**src/apf_pkg.sv**
```systemverilog
// Shared widths and the configuration bundle of the A-law playback filter.
// No dependencies; used by the front end, the back end and the top level.
`timescale 1ns / 1ps

package apf_pkg;

  localparam int unsigned CODE_W = 8;
  localparam int unsigned LIN_W  = 16;
  localparam int unsigned GAIN_W = 20;
  localparam int unsigned DC_W   = 16;
  localparam int unsigned SMP_W  = 16;

  typedef struct packed {
    logic signed [GAIN_W-1:0] gain;
    logic signed [DC_W-1:0]   dc_offset;
  } cfg_t;

endpackage

```
**src/apf_front.sv**
```systemverilog
// Front end: accepts A-law bytes, expands them to 16-bit linear and queues them.
// Depends on apf_pkg.
`timescale 1ns / 1ps

module apf_front (
  input  logic                               clk_i,
  input  logic                               rst_ni,
  input  logic                               s_axis_tvalid,
  output logic                               s_axis_tready,
  input  logic [apf_pkg::CODE_W-1:0]         s_axis_tdata,   // [7:0] alaw_code
  output logic                               lin_vld_o,
  output logic signed [apf_pkg::LIN_W-1:0]   lin_o,
  input  logic                               lin_pop_i
);

  function automatic logic [apf_pkg::LIN_W-1:0] alaw_expand(
    input logic [apf_pkg::CODE_W-1:0] code
  );
    logic [7:0]  a;
    logic [2:0]  seg;
    logic [14:0] t;
    logic [15:0] mag;
    a   = code ^ 8'h55;
    seg = a[6:4];
    t   = {7'd0, a[3:0], 4'd0};
    if (seg == 3'd0) begin
      t = t + 15'd8;
    end else begin
      t = (t + 15'h108) << (seg - 3'd1);
    end
    mag = {1'b0, t};
    return a[7] ? mag : (16'd0 - mag);
  endfunction

  logic [apf_pkg::LIN_W-1:0] mem_q [2];
  logic                      wr_ptr_q, rd_ptr_q;
  logic [1:0]                cnt_q;
  logic                      push, pop;

  assign s_axis_tready = (cnt_q != 2'd2);
  assign push          = s_axis_tvalid && s_axis_tready;
  assign pop           = lin_pop_i && (cnt_q != 2'd0);
  assign lin_vld_o     = (cnt_q != 2'd0);
  assign lin_o         = mem_q[rd_ptr_q];

  always_ff @(posedge clk_i or negedge rst_ni) begin
    if (!rst_ni) begin
      wr_ptr_q <= 1'b0;
      rd_ptr_q <= 1'b0;
      cnt_q    <= 2'd0;
    end else begin
      if (push) begin
        wr_ptr_q <= ~wr_ptr_q;
      end
      if (pop) begin
        rd_ptr_q <= ~rd_ptr_q;
      end
      case ({push, pop})
        2'b10:   cnt_q <= cnt_q + 2'd1;
        2'b01:   cnt_q <= cnt_q - 2'd1;
        default: cnt_q <= cnt_q;
      endcase
    end
  end

  always_ff @(posedge clk_i) begin
    if (push) begin
      mem_q[wr_ptr_q] <= alaw_expand(s_axis_tdata);
    end
  end

endmodule

```
**src/apf_back.sv**
```systemverilog
// Back end: gain, high-pass biquad on one shared multiplier, offset, and the
// sample/midpoint pair register that drives the result stream. Depends on apf_pkg.
`timescale 1ns / 1ps

module apf_back (
  input  logic                             clk_i,
  input  logic                             rst_ni,
  input  apf_pkg::cfg_t                    cfg_i,
  input  logic                             lin_vld_i,
  input  logic signed [apf_pkg::LIN_W-1:0] lin_i,
  output logic                             lin_pop_o,
  output logic                             m_axis_tvalid,
  input  logic                             m_axis_tready,
  output logic [apf_pkg::SMP_W-1:0]        m_axis_tdata,   // [15:0] dac_sample
  output logic                             m_axis_tlast    // last
);

  typedef enum logic [2:0] {
    ST_IDLE,
    ST_TAP,
    ST_ADD,
    ST_FIN,
    ST_EMIT
  } state_e;

  // Tap order: the gain product is still in the product register during the
  // first tap, so the new input sample comes last.
  localparam logic [2:0] TAP_X1 = 3'd0;
  localparam logic [2:0] TAP_X2 = 3'd1;
  localparam logic [2:0] TAP_Y1 = 3'd2;
  localparam logic [2:0] TAP_Y2 = 3'd3;
  localparam logic [2:0] TAP_X0 = 3'd4;

  localparam int unsigned MA_W  = 32;
  localparam int unsigned MB_W  = apf_pkg::GAIN_W;
  localparam int unsigned MP_W  = MA_W + MB_W;
  localparam int unsigned ACC_W = 48;

  localparam logic signed [MB_W-1:0] COEF_X0 = 20'sd14585;
  localparam logic signed [MB_W-1:0] COEF_X1 = -20'sd29170;
  localparam logic signed [MB_W-1:0] COEF_X2 = 20'sd14585;
  localparam logic signed [MB_W-1:0] COEF_Y1 = 20'sd29033;
  localparam logic signed [MB_W-1:0] COEF_Y2 = -20'sd12923;
  localparam logic signed [ACC_W-1:0] ROUND = 48'sd8192;

  localparam logic signed [MP_W-16:0] Q_MAX = 37'sd32767;
  localparam logic signed [MP_W-16:0] Q_MIN = -37'sd32768;
  localparam logic signed [32:0]      S_MAX = 33'sd32767;
  localparam logic signed [32:0]      S_MIN = -33'sd32768;

  state_e state_q;
  logic [2:0] tap_q;

  logic signed [15:0] x1_q, x2_q;
  logic signed [31:0] y1_q, y2_q;
  logic [15:0]        oh0_q, oh1_q;
  logic               out_vld_q, out_sel_q;

  logic signed [MP_W-1:0]  prod_q;
  logic signed [ACC_W-1:0] acc_q;
  logic signed [15:0]      x0_q;
  logic [15:0]             s_q, samp_q, mid_q;

  logic signed [MA_W-1:0]  mul_a;
  logic signed [MB_W-1:0]  mul_b;
  logic signed [MP_W-1:0]  mul_p;
  logic signed [MP_W-16:0] gp;
  logic signed [15:0]      x0_sat;
  logic                    inc;
  logic signed [31:0]      y_new;
  logic signed [32:0]      sum;
  logic [15:0]             sat16, s_new;
  logic [20:0]             num;
  logic [15:0]             mid_new;
  logic                    out_free, out_take, out_load;

  // Operand select for the shared multiplier.
  always_comb begin
    mul_a = '0;
    mul_b = '0;
    if (state_q == ST_IDLE) begin
      mul_a = {{(MA_W-apf_pkg::LIN_W){lin_i[apf_pkg::LIN_W-1]}}, lin_i};
      mul_b = cfg_i.gain;
    end else begin
      case (tap_q)
        TAP_X1: begin
          mul_a = {{16{x1_q[15]}}, x1_q};
          mul_b = COEF_X1;
        end
        TAP_X2: begin
          mul_a = {{16{x2_q[15]}}, x2_q};
          mul_b = COEF_X2;
        end
        TAP_Y1: begin
          mul_a = y1_q;
          mul_b = COEF_Y1;
        end
        TAP_Y2: begin
          mul_a = y2_q;
          mul_b = COEF_Y2;
        end
        TAP_X0: begin
          mul_a = {{16{x0_q[15]}}, x0_q};
          mul_b = COEF_X0;
        end
        default: begin
          mul_a = '0;
          mul_b = '0;
        end
      endcase
    end
  end

  assign mul_p = mul_a * mul_b;

  // Floor the gain product by 2^15 and saturate to Q15.
  always_comb begin
    gp = prod_q[MP_W-1:15];
    if (gp > Q_MAX) begin
      x0_sat = 16'sh7FFF;
    end else if (gp < Q_MIN) begin
      x0_sat = -16'sh8000;
    end else begin
      x0_sat = gp[15:0];
    end
  end

  // Divide by 2^14 truncating toward zero, wrap to 32 bits, add offset, saturate, bias.
  always_comb begin
    inc   = acc_q[ACC_W-1] && (acc_q[13:0] != 14'd0);
    y_new = acc_q[45:14] + {31'd0, inc};
    sum   = {y_new[31], y_new} + {{17{cfg_i.dc_offset[15]}}, cfg_i.dc_offset};
    if (sum > S_MAX) begin
      sat16 = 16'h7FFF;
    end else if (sum < S_MIN) begin
      sat16 = 16'h8000;
    end else begin
      sat16 = sum[15:0];
    end
    s_new = {~sat16[15], sat16[14:0]};
  end

  // Midpoint (6*prev + 3*new - prev2) / 8; a negative sum clamps to zero, an overflow to 65535.
  always_comb begin
    num = ({5'd0, oh0_q} << 2) + ({5'd0, oh0_q} << 1)
        + ({5'd0, s_q} << 1) + {5'd0, s_q} - {5'd0, oh1_q};
    if (num[20]) begin
      mid_new = 16'd0;
    end else if (num[19]) begin
      mid_new = 16'hFFFF;
    end else begin
      mid_new = num[18:3];
    end
  end

  assign lin_pop_o     = (state_q == ST_IDLE) && lin_vld_i;
  assign out_take      = out_vld_q && m_axis_tready;
  assign out_free      = !out_vld_q || (out_sel_q && m_axis_tready);
  assign out_load      = (state_q == ST_EMIT) && out_free;
  assign m_axis_tvalid = out_vld_q;
  assign m_axis_tlast  = out_sel_q;
  assign m_axis_tdata  = out_sel_q ? mid_q : samp_q;

  always_ff @(posedge clk_i or negedge rst_ni) begin
    if (!rst_ni) begin
      state_q   <= ST_IDLE;
      tap_q     <= TAP_X1;
      x1_q      <= '0;
      x2_q      <= '0;
      y1_q      <= '0;
      y2_q      <= '0;
      oh0_q     <= '0;
      oh1_q     <= '0;
      out_vld_q <= 1'b0;
      out_sel_q <= 1'b0;
    end else begin
      // A new pair loaded in this cycle takes over the result register.
      if (out_take && !out_load) begin
        if (out_sel_q) begin
          out_vld_q <= 1'b0;
        end else begin
          out_sel_q <= 1'b1;
        end
      end
      unique case (state_q)
        ST_IDLE: begin
          if (lin_vld_i) begin
            tap_q   <= TAP_X1;
            state_q <= ST_TAP;
          end
        end
        ST_TAP: begin
          if (tap_q == TAP_X0) begin
            state_q <= ST_ADD;
          end else begin
            tap_q <= tap_q + 3'd1;
          end
        end
        ST_ADD: begin
          state_q <= ST_FIN;
        end
        ST_FIN: begin
          x2_q    <= x1_q;
          x1_q    <= x0_q;
          y2_q    <= y1_q;
          y1_q    <= y_new;
          state_q <= ST_EMIT;
        end
        ST_EMIT: begin
          if (out_free) begin
            oh1_q     <= oh0_q;
            oh0_q     <= s_q;
            out_vld_q <= 1'b1;
            out_sel_q <= 1'b0;
            state_q   <= ST_IDLE;
          end
        end
        default: begin
          state_q <= ST_IDLE;
        end
      endcase
    end
  end

  always_ff @(posedge clk_i) begin
    if (state_q == ST_IDLE || state_q == ST_TAP) begin
      prod_q <= mul_p;
    end
    if (state_q == ST_TAP) begin
      if (tap_q == TAP_X1) begin
        x0_q  <= x0_sat;
        acc_q <= '0;
      end else begin
        acc_q <= acc_q + prod_q[ACC_W-1:0];
      end
    end
    if (state_q == ST_ADD) begin
      acc_q <= acc_q + prod_q[ACC_W-1:0] + ROUND;
    end
    if (state_q == ST_FIN) begin
      s_q <= s_new;
    end
    if (state_q == ST_EMIT && out_free) begin
      samp_q <= s_q;
      mid_q  <= mid_new;
    end
  end

endmodule

```
**src/alaw_playback_filter_oversampler_top.sv**
```systemverilog
// A-law playback filter: for each accepted byte, its filtered sample and then the
// interpolated midpoint, in the cycle after the sink takes the sample. The front end queues
// bytes and the back end takes one at a time: gain and five biquad taps run one after another
// on a single 32x20 multiplier, then the last accumulate, offset and midpoint, a step each.
// Reset (rst_ni low, asynchronous) empties the queue and the result register,
// zeroes all filter and output history, and sets gain to 4096 and offset to 0.
`timescale 1ns / 1ps

module alaw_playback_filter_oversampler_top (
  input  logic                              clk_i,
  input  logic                              rst_ni,
  input  logic                              s_axis_tvalid,
  output logic                              s_axis_tready,
  input  logic [apf_pkg::CODE_W-1:0]        s_axis_tdata,   // [7:0] alaw_code
  output logic                              m_axis_tvalid,
  input  logic                              m_axis_tready,
  output logic [apf_pkg::SMP_W-1:0]         m_axis_tdata,   // [15:0] dac_sample
  output logic                              m_axis_tlast,
  input  logic                              psel,
  input  logic                              penable,
  input  logic                              pwrite,
  input  logic [2:0]                        paddr,
  input  logic [31:0]                       pwdata,
  output logic [31:0]                       prdata,
  output logic                              pready
);

  localparam logic REG_GAIN = 1'b0;
  localparam logic REG_DC   = 1'b1;

  localparam logic signed [apf_pkg::GAIN_W-1:0] GAIN_MAX   = 20'sd262144;
  localparam logic signed [apf_pkg::GAIN_W-1:0] GAIN_MIN   = -20'sd262144;
  localparam logic signed [apf_pkg::GAIN_W-1:0] GAIN_RESET = 20'sd4096;

  apf_pkg::cfg_t cfg_q;
  logic          wr_en;
  logic signed [apf_pkg::GAIN_W-1:0] gain_wr, gain_sat;

  logic                             lin_vld, lin_pop;
  logic signed [apf_pkg::LIN_W-1:0] lin;

  assign pready = 1'b1;
  assign wr_en  = psel && penable && pwrite && pready;

  always_comb begin
    gain_wr = pwdata[apf_pkg::GAIN_W-1:0];
    if (gain_wr > GAIN_MAX) begin
      gain_sat = GAIN_MAX;
    end else if (gain_wr < GAIN_MIN) begin
      gain_sat = GAIN_MIN;
    end else begin
      gain_sat = gain_wr;
    end
  end

  always_comb begin
    unique case (paddr[2])
      REG_GAIN: prdata = {{(32-apf_pkg::GAIN_W){cfg_q.gain[apf_pkg::GAIN_W-1]}}, cfg_q.gain};
      REG_DC:   prdata = {{(32-apf_pkg::DC_W){cfg_q.dc_offset[apf_pkg::DC_W-1]}},
                          cfg_q.dc_offset};
      default:  prdata = '0;
    endcase
  end

  always_ff @(posedge clk_i or negedge rst_ni) begin
    if (!rst_ni) begin
      cfg_q.gain      <= GAIN_RESET;
      cfg_q.dc_offset <= '0;
    end else if (wr_en) begin
      unique case (paddr[2])
        REG_GAIN: cfg_q.gain      <= gain_sat;
        REG_DC:   cfg_q.dc_offset <= pwdata[apf_pkg::DC_W-1:0];
        default:  cfg_q           <= cfg_q;
      endcase
    end
  end

  apf_front u_front (
    .clk_i         (clk_i),
    .rst_ni        (rst_ni),
    .s_axis_tvalid (s_axis_tvalid),
    .s_axis_tready (s_axis_tready),
    .s_axis_tdata  (s_axis_tdata),
    .lin_vld_o     (lin_vld),
    .lin_o         (lin),
    .lin_pop_i     (lin_pop)
  );

  apf_back u_back (
    .clk_i         (clk_i),
    .rst_ni        (rst_ni),
    .cfg_i         (cfg_q),
    .lin_vld_i     (lin_vld),
    .lin_i         (lin),
    .lin_pop_o     (lin_pop),
    .m_axis_tvalid (m_axis_tvalid),
    .m_axis_tready (m_axis_tready),
    .m_axis_tdata  (m_axis_tdata),
    .m_axis_tlast  (m_axis_tlast)
  );

endmodule

```
**config.mk**
```make
export PLATFORM = sky130hd
export DESIGN_NAME = alaw_playback_filter_oversampler_top
export DESIGN_NICKNAME = d
export VERILOG_FILES = /design/src/apf_pkg.sv /design/src/apf_front.sv /design/src/apf_back.sv /design/src/alaw_playback_filter_oversampler_top.sv
export SDC_FILE = /design/constraint.sdc
export NUM_CORES = 2
export LEC_CHECK = 0
export BUFFER_PORTS_ARGS = -buffer_cell sky130_fd_sc_hd__buf_2
export CORE_ASPECT_RATIO = 0.9
export CORE_MARGIN = 2
export CORE_UTILIZATION = 60
export DETAILED_ROUTE_END_ITERATION = 7
export GPL_TIMING_DRIVEN = 1
export PLACE_DENSITY_LB_ADDON = 0.2
export RECOVER_POWER = 100
export REMOVE_ABC_BUFFERS = 1
export SLEW_MARGIN = 5
export SYNTH_ARGS = -nofsm -noshare
export SYNTH_HDL_FRONTEND = slang
export SYNTH_SLANG_ARGS = --single-unit
```
**constraint.sdc**
```tcl
create_clock -name clk_i -period 11.85 [get_ports clk_i]
set_input_delay 1.7775 -clock clk_i [delete_from_list [all_inputs] [get_ports clk_i]]
set_output_delay 1.7775 -clock clk_i [all_outputs]
set_load 0.02 [all_outputs]
```
==> PnR_summary.wiki <==
{| class="wikitable"
! Metric !! Value
|-
| Mapped Area || 46150 µm²
|-
| Top achievable clock speed || 92.50 MHz
|-
| Max capacitance violation total || 9
|-
| Max stage delay cell, worst path || sky130_fd_sc_hd__o21ai_1
|-
| Height of the die || 267.1 µm
|-
| ANT nets after route || 0
|-
| Later-pin clock latency in the skew report || 0.57 ns
|-
| Share of the yosys chip area belonging to registers || 21.91%
|-
| Cts bufs inserted || 39
|-
| Count of cells resized by post-cts repair || 0
|-
| Critical path class || register to register
|-
| FILL cells || 6508
|-
| Longest individual stage delay on the worst path || 0.76 ns
|-
| Share of synthesized registers carrying an async set or reset || 48.09%
|-
| Required time at the endpoint of the critical path || 12.12 ns
|-
| Final Routed Wirelength || 127.7 mm
|-
| Width of the chip || 296.3 µm
|-
| Headroom to the max-slew limit || -284.3%
|-
| Worst Slack Setup Final || 1.039 ns
|-
| Final Skew || 0.02977 ns
|-
| Sequential Area || 10110 µm²
|-
| Number of post-CTS setup repair buffers || 0
|-
| Multi-input logic area || 32080 µm²
|-
| Arrival time worst endpoint || 11.08 ns
|-
| Initial antenna violation count || 4
|-
| Violations in the final reports || max-capacitance violations, max-slew violations
|-
| Main area contributors after synthesis || sky130_fd_sc_hd__fa_1 (29%), sky130_fd_sc_hd__edfxtp_1 (12%), sky130_fd_sc_hd__dfrtp_1 (9.5%)
|-
| Total number of vias || 36323
|-
| Setup repair after global routing missed its margin || false
|-
| Average footprint of a synthesized cell || 9.062 µm²
|-
| Total core area || 76150 µm²
|-
| Most instantiated cells after synthesis || sky130_fd_sc_hd__inv_1 (843), sky130_fd_sc_hd__nand2_1 (823), sky130_fd_sc_hd__fa_1 (670)
|-
| Final hold violation count || 0
|-
| Flip-flop and latch count after synthesis || 366
|-
| # hold bufs at CTS || 0
|-
| Most frequent cell after synthesis || sky130_fd_sc_hd__inv_1
|-
| Final critical path time including I/O delays and setup || 10.81 ns
|-
| Fraction of post-synthesis cell area in the top cell type by area || 29.06%
|-
| Maximum number of pins on one net before global-route repair || 101
|-
| Nets || 6069
|-
| Number of DRC markers after the initial detailed-route iteration || 2924
|-
| Detailed Place HPWL || 99.70 mm
|-
| Result of the run || complete, but fails checks
|-
| Fraction of final layout cells with drive strength greater than 1 || 5.959%
|-
| Main synth FF type || sky130_fd_sc_hd__edfxtp_1
|-
| Total track usage || 33.25%
|-
| Routed wirelength normalized by instance count || 20.76 µm
|-
| Max Root-Sink Buffers || 3
|-
| DR DRC count || 0
|-
| First-pass GRT wire length || 202.1 mm
|-
| Capturing element type of the critical path || register
|-
| DRT Pass-1 Iters || 6
|-
| H-tree depth || 2
|-
| Number of top-level pins || 102
|-
| Via/cell ratio || 5.908
|-
| Worst slack at placement || 1.538 ns
|-
| Sinks on Clock Net || 366
|-
| Number of global-route vias before repair || 35842
|-
| Number of placement rows || 96
|-
| Library cell with the largest summed area after synthesis || sky130_fd_sc_hd__fa_1
|-
| Final Max Slew Viols || 507
|-
| Distinct cell type count after synthesis || 100
|-
| Final global-route overflow total || 0
|-
| Worst Max-Slew Pin Slew || 5.765 ns
|-
| Clock tree from TritonCTS || yes
|-
| Placer's final routability congestion estimate || 0.9820
|-
| Cell count after synthesis || 5093
|-
| Total die area || 79160 µm²
|-
| Crit path launch type || register
|-
| Library cell used as clock root buffer || sky130_fd_sc_hd__clkbuf_16
|-
| Count of warnings emitted by yosys || 0
|-
| EDFF count, synth || 190
|-
| Peak fanout along the critical path || 11
|-
| Final setup fails || 0
|-
| Type of the most critical hold path || register to register
|-
| Clock transition at the registers of the reported paths || 0.06 ns
|-
| Number of port buffers || 86
|-
| Final period utilization || 91.23%
|-
| Syn-to-layout area delta || 5.777%
|-
| Initial cell density of the core || 60.60%
|}
## layout make-up
| class | count | share of cell area [%] |
|---|---|---|
| Antenna cell | 1 | 0.005126 |
| Inverter | 845 | 6.500 |
| Clock buffer | 63 | 2.519 |
| Sequential cell | 366 | 20.71 |
| Timing Repair Buffer | 160 | 1.784 |
| Clock inverter | 8 | 0.1282 |
| Multi-Input combinational cell | 3676 | 65.71 |
| Tap cell | 1029 | 2.637 |
## stage by stage
stage,area (µm²),setup TNS [ns],hold WS [ns],util (%),std cells
after CTS,49050,0,0.4717,64.41,6147
after floorplan,45320,-9.707,0.4406,-,4887
after global placement,47760,0,0.4528,62.71,6076
after detailed placement,47760,0,0.4570,62.71,6076
after global routing,48810,0,0.4949,64.10,6147
final,48820,0,0.4711,64.10,6148
## worst paths after layout
check	start	to	slack [ns]	cells past startpoint
max	u_back.tap_q[0]$_DFFE_PN0P_	u_back.prod_q[44]$_DFFE_PP_	1.04	35
max reg2reg	u_back.tap_q[0]$_DFFE_PN0P_	u_back.prod_q[44]$_DFFE_PP_	1.04	35
min in group asynchronous	rst_ni	u_back.oh0_q[1]$_DFFE_PN0P_	3.32	1
max in group asynchronous	rst_ni	u_front.cnt_q[1]$_DFFE_PN0P_	2.90	2
min	u_back.x0_q[3]$_SDFFCE_PN1P_	u_back.x1_q[3]$_DFFE_PN0P_	0.47	2
min reg2reg	u_back.x0_q[3]$_SDFFCE_PN1P_	u_back.x1_q[3]$_DFFE_PN0P_	0.47	2
## per-layer routing
layer | GRT usage [%] | up-vias | wire, µm
met1 | 47.28 | 17939 | 53260
met3 | 7.203 | 346 | 12690
met4 | 12.67 | 2 | 5912
met2 | 50.16 | 1583 | 55780
met5 | 0 | - | 12
li1 | - | 16453 | -
## sequential cells by signal, indices dropped and copies added (netlist names)
register and cells:
u_back.oh0_q 16, cfg_q 36, u_back.x1_q 16, u_back.samp_q 16, u_front.mem_q 26, u_back.prod_q 52, u_back.tap_q 3, u_back.x2_q 16
u_back.acc_q 48, u_back.state_q 3, u_back.y1_q 32, u_back.s_q 16, u_back.y2_q 32, u_front.wr_ptr_q 1, u_back.x0_q 16, u_back.mid_q 16
u_back.m_axis_tvalid 1, u_front.cnt_q 2, u_back.m_axis_tlast 1, u_back.oh1_q 16, u_front.rd_ptr_q 1
## placed cells by master, fill, tap and decap left out, types with 42 or more instances in the layout
| cell | n |
|---|---|
| sky130_fd_sc_hd__nand2_1 | 823 |
| sky130_fd_sc_hd__a21o_1 | 82 |
| sky130_fd_sc_hd__nor2_1 | 456 |
| sky130_fd_sc_hd__dfrtp_1 | 175 |
| sky130_fd_sc_hd__edfxtp_1 | 190 |
| sky130_fd_sc_hd__buf_4 | 61 |
| sky130_fd_sc_hd__o21ai_0 | 127 |
| sky130_fd_sc_hd__clkbuf_16 | 42 |
| sky130_fd_sc_hd__xnor2_1 | 113 |
| sky130_fd_sc_hd__mux2_2 | 82 |
| sky130_fd_sc_hd__inv_1 | 842 |
| sky130_fd_sc_hd__ha_1 | 261 |
| sky130_fd_sc_hd__nand3_1 | 78 |
| sky130_fd_sc_hd__clkbuf_1 | 77 |
| sky130_fd_sc_hd__a21oi_1 | 192 |
| sky130_fd_sc_hd__nor3_1 | 64 |
| sky130_fd_sc_hd__xor2_1 | 65 |
| sky130_fd_sc_hd__fa_1 | 670 |
## cells by family (layout without fill, tap and decap cells)
logic type               count (synthesis)  count (layout)  share of synthesized area, %
adder cells (fa/ha/maj)                931             931                         36.14
multiplexers                           124             124                         2.925
other                                    1               2                      0.008126
XOR/XNOR                               179             179                         3.413
buffers and inverters                 1051            1076                         8.681
AND/OR/NAND/NOR                       1667            1667                         15.61
AO/OA/AOI/OAI                          774             774                         11.31
flip-flops                             366             366                         21.91
## worst max-delay path, delay by kind of cell (launching register included)
family	cells	cell delay, ns
buffers and inverters	9	1.35
AND/OR/NAND/NOR	6	1.14
adder cells (fa/ha/maj)	9	4.48
flip-flops	1	0.43
AO/OA/AOI/OAI	11	3.10
Power is left out: the tool's default activity adds up to more than one toggle a clock period on the data nets, which glitch-free logic cannot reach.
